==> src/design/fat12_cluster_chain_table_unit_macros.svh <==
// Assertion macros shared by the cluster chain table modules.
`ifndef FAT12_CLUSTER_CHAIN_TABLE_UNIT_MACROS_SVH
`define FAT12_CLUSTER_CHAIN_TABLE_UNIT_MACROS_SVH

// Holds at every edge out of reset.
`define FCCT_ASSERT_ALW(name, clk, rst_n, cond, msg) \
	name: assert property (@(posedge clk) disable iff (!rst_n) (cond)) \
		else $error(msg);

// Consequent holds in the same cycle as the antecedent.
`define FCCT_ASSERT_IMP(name, clk, rst_n, ante, cons, msg) \
	name: assert property (@(posedge clk) disable iff (!rst_n) (ante) |-> (cons)) \
		else $error(msg);

// Consequent holds in the cycle after the antecedent.
`define FCCT_ASSERT_NXT(name, clk, rst_n, ante, cons, msg) \
	name: assert property (@(posedge clk) disable iff (!rst_n) (ante) |=> (cons)) \
		else $error(msg);

`endif

==> src/design/fcct_pkg.sv <==
// Types, codes and constants of the cluster chain table.
`default_nettype none

package fcct_pkg;

	localparam int unsigned FCCT_TABLE_DEPTH = 4096;

	// Queue depths between the parts
	localparam int unsigned CMD_DEPTH = 4;
	localparam int unsigned OUT_DEPTH = 4;
	localparam int unsigned OUT_CNT_W = $clog2(OUT_DEPTH + 1);

	// Entry values
	localparam logic [11:0] ENTRY_FIRST_NEXT = 12'h002;
	localparam logic [11:0] ENTRY_MAX_NEXT = 12'hff6;
	localparam logic [11:0] ENTRY_BAD = 12'hff7;
	localparam logic [11:0] ENTRY_END_FIRST = 12'hff8;

	// Configuration port
	localparam int unsigned APB_AW = 3;
	localparam int unsigned APB_DW = 32;
	localparam logic REG_CLUSTER_LIMIT = 1'b0;
	localparam logic [12:0] LIMIT_RESET = 13'd2880;

	typedef enum logic {
		REQ_LOAD = 1'b0,
		REQ_QUERY = 1'b1
	} req_t;

	typedef enum logic [2:0] {
		ST_NEXT = 3'd0,
		ST_BAD = 3'd1,
		ST_END = 3'd2,
		ST_RANGE = 3'd3,
		ST_FREE = 3'd4
	} status_t;

	typedef struct packed {
		logic is_query;
		logic out_of_range;
		logic [10:0] pair_index;
		logic [23:0] packed_bytes;
		logic [11:0] cluster;
	} cmd_t;

	typedef struct packed {
		logic [11:0] next_cluster;
		status_t status;
	} res_t;

	localparam int unsigned CMD_W = $bits(cmd_t);
	localparam int unsigned RES_W = $bits(res_t);

endpackage

`default_nettype wire

==> src/design/fcct_front.sv <==
// Front part: decodes and classifies incoming items into back commands.
`default_nettype none

module fcct_front #(
	parameter int unsigned TABLE_DEPTH = fcct_pkg::FCCT_TABLE_DEPTH
) (
	input wire logic push,
	output logic full,
	input wire logic req_type,
	input wire logic [10:0] pair_index,
	input wire logic [23:0] packed_bytes,
	input wire logic [11:0] cluster,
	input wire logic [12:0] cluster_limit,
	input wire logic cmd_full,
	output logic cmd_push,
	output fcct_pkg::cmd_t cmd
);

	localparam int unsigned ROW_DEPTH = (TABLE_DEPTH + 1) / 2;

	logic is_query;
	logic drop;

	assign is_query = (req_type == fcct_pkg::REQ_QUERY);
	// Drop a load whose pair lies wholly past the table
	assign drop = !is_query && ({1'b0, pair_index} >= 12'(ROW_DEPTH));

	assign full = cmd_full;
	assign cmd_push = push & ~cmd_full & ~drop;

	always_comb begin
		cmd.is_query = is_query;
		cmd.out_of_range = (cluster[11:1] == '0)
			|| ({1'b0, cluster} >= cluster_limit)
			|| ({1'b0, cluster} >= 13'(TABLE_DEPTH));
		cmd.pair_index = pair_index;
		cmd.packed_bytes = packed_bytes;
		cmd.cluster = cluster;
	end

endmodule

`default_nettype wire

==> config.mk <==
export PLATFORM = sky130hd
export DESIGN_NAME = fcct_front
export DESIGN_NICKNAME = d
export VERILOG_FILES = /design/src/design/fat12_cluster_chain_table_unit_macros.svh /design/src/design/fcct_pkg.sv /design/src/design/fcct_front.sv
export SDC_FILE = /design/constraint.sdc
export NUM_CORES = 1
export LEC_CHECK = 0
export BUFFER_PORTS_ARGS = -buffer_cell sky130_fd_sc_hd__buf_4
export CORE_MARGIN = 1.5
export CORE_UTILIZATION = 30
export DETAILED_ROUTE_END_ITERATION = 8
export PLACE_DENSITY = 0.86
export SYNTH_ARGS = -nofsm -noshare
export SYNTH_HDL_FRONTEND = slang
export SYNTH_SLANG_ARGS = --single-unit
export TNS_END_PERCENT = 5
==> constraint.sdc <==
create_clock -name vclk -period 1
set_input_delay 0.1 -clock vclk [all_inputs]
set_output_delay 0.1 -clock vclk [all_outputs]
set_load 0.05 [all_outputs]
## Word level (Yosys, flattened, before mapping)

Index checks and enable logic that the tools add are counted.

- Bits in registers: 0
- Output and inout port bits: 51
- Word-level logic and storage cells: 5

- Order comparisons: 1
- Bitwise logic cells: 2
- Reductions and logical operators: 2

Operators with widths:

| cell | number |
|---|---|
| $ge A12 B13 Y1 | 1 |
| $logic_not A11 Y1 | 1 |
| $and A1 B1 Y1 | 1 |
| $logic_or A1 B1 Y1 | 1 |
| $not A1 Y1 | 1 |

## Logic depth before layout (Yosys ltp)

- Depth after elaboration: 2
- Depth in mapped cells: 6

## Worst setup path before layout

OpenSTA, ideal clock, no wires.

- Path type: input to output
- From: in cluster_limit[4]
- To: out cmd[47] (netlist name)
- Arrival: 1.391 ns
- Data required time: 0.900 ns
- Setup slack: -0.491 ns
- Stages: 6
- Path buffers: 0
- Cell sequence: inv_1 ha_1 o21ai_0 a21oi_1 a21oi_1 o21ai_1

RTL lines:

| what | RTL line | RTL |
|---|---|---|
| start, declared | fcct_front.sv:13 | `input wire logic [12:0] cluster_limit,` |
| end, declared | fcct_front.sv:16 | `output fcct_pkg::cmd_t cmd` |

==> out/results.txt <==
Slew Limit Fails -> 0
Worst Tran Pin Value -> 288 ps
initial DRC count -> 3
Final WS setup -> -228 ps
Final GP Congestion -> 0.674
DP HPWL -> 1490 µm
fraction of layout cells with a size suffix above 1 -> 79.4%
Cells after Synth -> 96
final wirelength -> 1670 µm
Port-buffer cells -> 42
GRT Overall Usage -> 11.4%
Worst EP arrival -> 1130 ps
sequential cell area -> 0 µm²
global-route wire length before repair -> 2390 µm
outcome -> finished, violations left
hold buffer count at CTS -> 0
Filler Cells Inserted -> 215
initial cell density of the core -> 31.8%
Slowest-stage cell, CP -> a211oi_2
largest net degree at the start of global routing -> 4
clock buffer count in the final layout -> 0
Setup crit start kind -> input pin
GR Overflow Total -> 0
syn_area_per_cell -> 7.25 µm²
Cell variety after synth -> 16
antenna violations before repair -> 0
crit share post-route -> 123%
die width -> 51.2 µm
Yosys Warn Count -> 0
Hold Crit Class -> in2out
slew margin rel. -> 80.6%
Fmax -> 815 MHz
die area -> 2620 µm²
DR pass1 iterations -> 4
DP Area -> 851 µm²
failing checks -> negative setup slack
antenna viol nets, final -> 0
critical path type -> in2out
DR WL/cell -> 13.4 µm
Mapped Area -> 696 µm²
Die Height -> 51.2 µm
min Tclk post-route -> 1230 ps
RSZ-0062 raised after global routing -> yes
crit path capture type -> primary output
setup violators final -> 1
WP data required -> 900 ps
CP max stage delay -> 210 ps
CP Max Fanout -> 2
number of global-route vias before repair -> 589
max cap viols -> 0
I/O pins -> 114
register area share after synthesis -> 0%
DR DRC count -> 0
CP Capture Point -> cmd[47]
drt via density -> 4.59
final core utilization -> 42.3%
Hold Fails Final Rpt -> 0
routed via count -> 574
Leak -> 0.437 nW
area grow syn2layout -> 33.3%
cells along the critical path -> buf_4 > ha_2 > a211oi_2 > o21ai_1 > a21oi_2 > o21ai_4 > buf_8
row cnt -> 17
nets@finish -> 174
Placeable Area -> 2190 µm²
Mapped Nets -> 171
Final Instance Area -> 927 µm²
Critical Path Source -> cluster[3]
Pwr Density -> 546 nW/µm²
VDD IR-drop max -> 0.204 mV
diode count -> 0
Seq Cell Count -> 0
-- kinds of logic after synthesis --
logic type                 count (synthesis)  synth area share, %
and+or+nand+nor                            9                 7.91
AOI/OAI and AO/OA                         13                 10.6
adders and majority gates                 12                 21.6
buffers and inverters                     62                 59.9
-- area by class of cell --
cell class	instances	area [µm²]	area share, %
Tap cell	28	35.0	3.78
Timing Repair Buffer	50	394	42.5
Inverter	13	73.8	7.96
Multi-Input combinational cell	34	424	45.7
-- placed cells by master, fill, tap and decap left out, types with 2 or more instances in the layout --
cell | netlist | layout
a21oi_1 | 6 | 3
a21oi_2 | 0 | 3
buf_4 | 49 | 46
buf_6 | 0 | 3
ha_1 | 12 | 4
ha_4 | 0 | 7
inv_1 | 13 | 5
inv_2 | 0 | 4
inv_4 | 0 | 2
nor4_2 | 0 | 2
o21ai_1 | 2 | 3
-- per-layer routing --
layer  up-vias  part of all wire (%)  GRT usage [%]
met4         0                  0.24           1.35
li1        266                     -              -
met2        41                    58           24.9
met3         2                    12           2.34
met5         -                     0              0
met1       265                    30           10.7
-- power breakdown --
group / total [mW] / leakage, nW / switching, mW / internal [mW]
clock: 0 / 0 / 0 / 0
sequential: 0 / 0 / 0 / 0
combinational: 0.506 / 0.437 / 0.272 / 0.234
-- critical path, delay by kind of cell --
family                   cells  cell delay (ps)
adder cells (fa/ha/maj)      1              190
AO/OA/AOI/OAI                4              560
buffers and inverters        2              260
-- synthesized netlist by cell type (all sizes together) --
master | number | area share (%)
buf | 49 | 53
inv | 13 | 7.0
ha | 12 | 22
a21oi | 6 | 4.3
o21ai | 5 | 3.6
nor4 | 2 | 1.8
a211oi | 1 | 1.8
a31oi | 1 | 0.90
nand2 | 1 | 0.54
nand3 | 1 | 0.72
nand4 | 1 | 0.90
nand4b | 1 | 1.3
nor2b | 1 | 0.90
nor3 | 1 | 0.72
nor3b | 1 | 1.1
-- worst min-delay path by stage --
stage          endpoint  cells past startpoint        startpoint  slack (ps)
3_3_place_gp    cmd[31]                      0  packed_bytes[19]         200
5_1_grt         cmd[23]                      0  packed_bytes[11]         200
3_5_place_dp    cmd[31]                      0  packed_bytes[19]         200
4_1_cts         cmd[31]                      0  packed_bytes[19]         200
2_1_floorplan    cmd[0]                      1        cluster[0]         370
6_report        cmd[16]                      0   packed_bytes[4]         200
-- metrics by stage --
stage / power [mW] / instances / setup WS, ps / TNS [ps] / hold slack [ps]
final: 0.506 / 125 / -228 / -228 / 200
after global routing: 0.547 / 125 / -268 / -268 / 200
after CTS: 0.489 / 125 / -271 / -271 / 200
after detailed placement: 0.467 / 124 / -351 / -351 / 200
after global placement: 0.453 / 124 / -327 / -327 / 200
after floorplan: 0.682 / 96 / -99.5 / -99.5 / 367
-- timing repair --
action | CTS | global route
endpoints found under the setup margin | 1 | 1
endpoints found under the hold margin | 0 | 0
gates resized for setup | 9 | 10
buffers inserted | 1 | 0
pin swaps | 7 | 5
Note: power is estimated with default switching activity, not from simulation.
