[config.mk]
export PLATFORM = sky130hd
export DESIGN_NAME = fcct_fifo
export DESIGN_NICKNAME = d
export VERILOG_FILES = /design/src/design/fcct_fifo.sv
export VERILOG_INCLUDE_DIRS = /design/src /design/src/design
export SDC_FILE = /design/constraint.sdc
export NUM_CORES = 1
export LEC_CHECK = 0
export ABC_AREA = 1
export ABC_CLOCK_PERIOD_IN_PS = 4720
export BUFFER_PORTS_ARGS = -buffer_cell sky130_fd_sc_hd__buf_4
export CAP_MARGIN = 20
export CORE_UTILIZATION = 55
export DETAILED_ROUTE_END_ITERATION = 6
export PLACE_DENSITY = 0.83
export SYNTH_ARGS = -nofsm -noshare
export SYNTH_HDL_FRONTEND = slang
export SYNTH_SLANG_ARGS = --single-unit
[constraint.sdc]
create_clock -name clk -period 4.72 [get_ports clk]
set_input_delay 1.416 -clock clk [delete_from_list [all_inputs] [get_ports clk]]
set_output_delay 1.416 -clock clk [all_outputs]
set_load 0.05 [all_outputs]
[src/design/fat12_cluster_chain_table_unit_macros.svh]
// Assertion macros shared by the cluster chain table modules.
`ifndef FAT12_CLUSTER_CHAIN_TABLE_UNIT_MACROS_SVH
`define FAT12_CLUSTER_CHAIN_TABLE_UNIT_MACROS_SVH

// Holds at every edge out of reset.
`define FCCT_ASSERT_ALW(name, clk, rst_n, cond, msg) \
	name: assert property (@(posedge clk) disable iff (!rst_n) (cond)) \
		else $error(msg);

// Consequent holds in the same cycle as the antecedent.
`define FCCT_ASSERT_IMP(name, clk, rst_n, ante, cons, msg) \
	name: assert property (@(posedge clk) disable iff (!rst_n) (ante) |-> (cons)) \
		else $error(msg);

// Consequent holds in the cycle after the antecedent.
`define FCCT_ASSERT_NXT(name, clk, rst_n, ante, cons, msg) \
	name: assert property (@(posedge clk) disable iff (!rst_n) (ante) |=> (cons)) \
		else $error(msg);

`endif

[src/design/fcct_fifo.sv]
// Small register queue used between the front, the back and the result port.
`default_nettype none
`include "fat12_cluster_chain_table_unit_macros.svh"

module fcct_fifo #(
	parameter int unsigned WIDTH = 8,
	parameter int unsigned DEPTH = 4
) (
	input wire logic clk,
	input wire logic arst_n,
	input wire logic push,
	input wire logic [WIDTH-1:0] wdata,
	output logic full,
	input wire logic pop,
	output logic [WIDTH-1:0] rdata,
	output logic empty,
	output logic [$clog2(DEPTH+1)-1:0] count
);

	localparam int unsigned AW = (DEPTH > 1) ? $clog2(DEPTH) : 1;
	localparam int unsigned CW = $clog2(DEPTH + 1);

	logic [WIDTH-1:0] slot_q [DEPTH];
	logic [AW-1:0] wr_ptr_q;
	logic [AW-1:0] rd_ptr_q;
	logic [CW-1:0] count_q;
	logic do_push;
	logic do_pop;

	assign do_push = push & ~full;
	assign do_pop = pop & ~empty;
	assign full = (count_q == CW'(DEPTH));
	assign empty = (count_q == '0);
	assign rdata = slot_q[rd_ptr_q];
	assign count = count_q;

	always_ff @(posedge clk or negedge arst_n) begin
		if (!arst_n) begin
			wr_ptr_q <= '0;
			rd_ptr_q <= '0;
			count_q <= '0;
		end else begin
			if (do_push) begin
				wr_ptr_q <= (wr_ptr_q == AW'(DEPTH - 1)) ? '0 : wr_ptr_q + 1'b1;
			end
			if (do_pop) begin
				rd_ptr_q <= (rd_ptr_q == AW'(DEPTH - 1)) ? '0 : rd_ptr_q + 1'b1;
			end
			unique case ({do_push, do_pop})
				2'b10: count_q <= count_q + 1'b1;
				2'b01: count_q <= count_q - 1'b1;
				default: count_q <= count_q;
			endcase
		end
	end

	always_ff @(posedge clk) begin
		if (do_push) begin
			slot_q[wr_ptr_q] <= wdata;
		end
	end

	`FCCT_ASSERT_ALW(a_count_bound, clk, arst_n, count_q <= CW'(DEPTH), "queue overfilled")
	`FCCT_ASSERT_NXT(a_count_up, clk, arst_n, do_push && !do_pop,
		count_q == $past(count_q) + 1'b1, "queue count missed a push")

endmodule

`default_nettype wire

## Word level (Yosys, flattened, before mapping)

Memories as Yosys holds them, arrays and structs flattened.
Index checks and enable logic that the tools add are counted.

- Multiplexer cells: 5
- Eq/ne operators: 5
- Bitwise operators: 4
- Divide/modulo/power cells: 0
- Order comparisons: 0
- Shift-type cells: 0
- $add $sub $neg: 4
- Multipliers: 0
- Reduce and logical (&&, ||, !) cells: 2

Operators by type and width:

| cell | number |
|---|---|
| $eq A2 B2 Y1 const B | 3 |
| $pmux W3 S2 | 1 |
| $add A2 B1 Y2 const B | 2 |
| $mux W2 | 2 |
| $add A3 B1 Y3 const B | 1 |
| $eq A3 B3 Y1 const B | 1 |
| $logic_not A3 Y1 | 1 |
| $sub A3 B1 Y3 const B | 1 |
| $and A1 B1 Y1 | 2 |
| $eq A2 B1 Y1 const B | 1 |
| $mux W1 | 2 |
| $not A1 Y1 | 2 |
| $reduce_bool A2 Y1 | 1 |

- Memories kept: 1
- Bits in latches: 0
- Memory bits (read-only): 0
- RAM bits: 32
- Word-level logic and storage cells: 24
- Output and inout bits: 13
- Bits of input ports: 12
- Register bits after elaboration: 7

Memory list:

| name | words | width | rd ports | clocked after memory_dff | wr ports | RTL line | text |
|---|---|---|---|---|---|---|---|
| slot_q | 4 | 8 | 1 | 0 | 1 | fcct_fifo.sv:23 | `logic [WIDTH-1:0] slot_q [DEPTH];` |

## Depth between registers and ports, before layout

- Depth after elaboration: 5
- Gate-level depth with buffers: 12
- Mapped depth without buffers: 12

## Worst setup path after synthesis

Ideal clock, no wire load.

- Path kind: register to output
- Start: reg count_q[0], in the netlist count[0]
- End: out full
- Arrival: 1.259 ns
- Required time: 3.304 ns
- Slack: 2.045 ns
- Buffers on the path: 0
- Cell stages (with the launch flop): 4
- Path through: dfrtp_1 > inv_1 > nand3_2 > inv_1

- Word-level cells in the longest chain between the ends: 1

RTL lines:

| element | RTL line | text |
|---|---|---|
| from (decl) | fcct_fifo.sv:26 | `logic [CW-1:0] count_q;` |
| from (signal assigned) | fcct_fifo.sv:50 | `2'b10: count_q <= count_q + 1'b1;` |
| from (signal assigned) | fcct_fifo.sv:51 | `2'b01: count_q <= count_q - 1'b1;` |
| from (signal assigned) | fcct_fifo.sv:52 | `default: count_q <= count_q;` |
| $eq A3 B3 Y1 | fcct_fifo.sv:32 | `assign full = (count_q == CW'(DEPTH));` |
| to (decl) | fcct_fifo.sv:13 | `output logic full,` |

No other way between the ends.

## Worst setup path in the final report

- Start: reg rd_ptr_q[0]
- End: out rdata[2]

- Word-level cells in the longest chain between the ends: 1

RTL lines:

| element | RTL line | text |
|---|---|---|
| from (decl) | fcct_fifo.sv:25 | `logic [AW-1:0] rd_ptr_q;` |
| from (signal assigned) | fcct_fifo.sv:47 | `rd_ptr_q <= (rd_ptr_q == AW'(DEPTH - 1)) ? '0 : rd_ptr_q + 1'b1;` |
| $mem_v2 Z4 W8 | -- |  |
| to (decl) | fcct_fifo.sv:15 | `output logic [WIDTH-1:0] rdata,` |

No other way between the ends.

==> impl_metrics.env <==
export IMPL_cts_buffers=5
export IMPL_cp_slowest_cell="dfrtp_1"
export IMPL_synth_top_cell_area_share_pct=54.16
export IMPL_crit_family="flip-flops"
export IMPL_power_mw=1.414
export IMPL_io_pins=25
export IMPL_gp_congestion=0.6930
export IMPL_syn_area_sq_mm=0.001774
export IMPL_ys_warn_count=0
export IMPL_start_kind="flip-flop"
export IMPL_synth_nets=173
export IMPL_fin_nets=199
export IMPL_cts_resized=0
export IMPL_yosys_most_used_dff="edfxtp_1"
export IMPL_yosys_top_cells_area="edfxtp_1, dfrtp_1, nand2_1, inv_1, o211ai_1"
export IMPL_slew_viol_final=0
export IMPL_final_cells=225
export IMPL_cpPeakStageDelay_ns=1.02
export IMPL_die_h_um=58.80
export IMPL_path_buf_inv=1
export IMPL_vias_per_cell=4.969
export IMPL_path_clk_slew_ns=0.10
export IMPL_path_common_cell="nand2_1"
export IMPL_synth_most_common_cell="nand2_1"
export IMPL_cts_buffer_depth=2
export IMPL_drive_gt1_share_pct=19.34
export IMPL_synthToLayoutAreaGrowth_pct=13.47
export IMPL_relSlewSlack_pct=32.80
export IMPL_core_sq_mm=0.003053
export IMPL_crit_chain="nand2_1, o211ai_1, nand2_1, buf_4"
export IMPL_status="completed"
export IMPL_finalInstanceArea_sq_mm=0.002013
export IMPL_cellPowerDensity_mw_per_mm2=702.6
export IMPL_place_detailed_hpwl_mm=2.158
export IMPL_synth_top_cell_by_area="edfxtp_1"
export IMPL_drv_cap=0
export IMPL_clockRootBuffer="clkbuf_4"
export IMPL_synth_avg_cell_area_sq_um=11.52
export IMPL_end_kind="primary output"
export IMPL_tritoncts="built"
export IMPL_holdBufCountCts=0
export IMPL_core_rowCount=20
export IMPL_clock_sinks=39
export IMPL_utilization_pct=65.94
export IMPL_period_share_pct=70.86
export IMPL_drt_total_wl_mm=2.995
export IMPL_required_ns=3.30
export IMPL_skew_ns=0.008110
export IMPL_dieArea_sq_mm=0.003457
export IMPL_synth_seq_cells=39
export IMPL_avgRoutedWirePerCell_um=13.31
export IMPL_grt_pass1_vias=1121
export IMPL_clk_latency_ns=0.34
export IMPL_finalCriticalPeriod_ns=3.345
export IMPL_synth_edf_count=32
export IMPL_crit_arrival_ns=1.93
export IMPL_vias=1118
export IMPL_seq_area_frac_synth_pct=64.03
export IMPL_drt_initial_drc_count=34
export IMPL_first_pass_iters=4
export IMPL_start_util_pct=58.11
export IMPL_drtAntennaViolNets=0
export IMPL_synth_cells=154
export IMPL_rsz0062_at_grt="no"
export IMPL_grt_max_degree=36
export IMPL_place_area_sq_mm=0.001953
export IMPL_worstSetupPathType="reg2out"
export IMPL_cp_max_fo=35
export IMPL_synthDistinctLibCells=16
export IMPL_worst_ir_drop_vdd_uv=424.3
export IMPL_diodes=0
export IMPL_async_flop_share_pct=17.95
export IMPL_fin_tns_setup_ns=0
export IMPL_die_w_um=58.80
export IMPL_holdCritPathClass="reg2reg"
export IMPL_grt_pass1_wl_mm=4.988
export IMPL_dpl_cell_count=217
export IMPL_ys_top_cells_by_count="nand2_1, edfxtp_1, inv_1"
export IMPL_cts_setup_buffers=0
export IMPL_p_leak_nw=0.9028
export IMPL_antenna_found_initial=0
export IMPL_fmax_ghz=0.2990
export IMPL_worst_slew_pin_slew_ns=1.008
export IMPL_drc=0
export IMPL_setup_viol=0
export IMPL_grt_total_usage_pct=20.81
export IMPL_overflow=0
export IMPL_hold_viol_final=0
export IMPL_port_buffer_count=24
export IMPL_htreeDepth=2
path summary, 6_finish.rpt:
kind                       slack, ns   startpoint  cells after the start  endpoint
max                             1.38  rd_ptr_q[0]                      4  rdata[2]
min                             0.51     count[0]                      1  count[0]
max reg2reg                     2.82     count[1]                     10  count[2]
min reg2reg                     0.51     count[0]                      1  count[0]
max in group asynchronous       3.72       arst_n                      1  count[2]
min in group asynchronous       0.87       arst_n                      1  count[1]
cells in the final DEF, fill, tap and decap left out, drive strengths merged:
master and count:
clkinv 1, buf 24, nor2 6, o21ai 1, nand4 1, nand3 7, inv 32, dfrtp 7
nand2 39, ha 6, xnor2 1, edfxtp 32, fa 1, o211ai 16, clkbuf 7
layer usage:
metal / track usage [%] / share of wire [%] / routed length, um / vias up
met2: 35.39 / 54 / 1624 / 30
met3: 6.813 / 5.0 / 151 / 4
li1: - / - / - / 557
met5: 0 / 0 / 0 / -
met4: 8.163 / 1.3 / 39 / 0
met1: 24.47 / 39 / 1180 / 527
report_power, final:
group	leakage [nW]	internal, mW	switching, mW	total, mW
Combinational	0.489	0.213	0.478	0.691
Clock	0.0353	0.0722	0.100	0.173
Sequential	0.378	0.462	0.0889	0.551
Total	0.903	0.747	0.667	1.41
flip-flops by register name (all words and copies together) (netlist names):
register	flops
count	3
rd_ptr_q	2
slot_q	32
wr_ptr_q	2
through the flow:
step                      setup slack (ns)  hold slack (ns)
final                                1.375           0.5139
after global routing                 1.174           0.5628
after CTS                            1.346           0.5132
after detailed placement             1.729           0.4968
after global placement               1.864           0.4887
after floorplan                      2.045           0.4913
kinds of logic (layout without fill, tap and decap cells):
group / after synthesis / count (layout) / synth area share, %
AO/OA/AOI/OAI: 17 / 17 / 7.334
XOR/XNOR: 1 / 1 / 0.4937
adder cells (fa/ha/maj): 7 / 7 / 5.360
buffers and inverters: 37 / 64 / 9.944
flip-flops: 39 / 39 / 64.03
AND/OR/NAND/NOR: 53 / 53 / 12.84
cell type report:
| cell class | count | area [sq um] |
|---|---|---|
| timing repair buffer | 24 | 180.2 |
| inverter | 32 | 120.1 |
| tap | 44 | 55.05 |
| clock buffer | 7 | 55.05 |
| clock inverter | 1 | 5.005 |
| fill | 257 | 1040 |
| sequential | 39 | 1136 |
| multi-input combinational | 78 | 461.7 |
(Power assumes the default switching activity.)
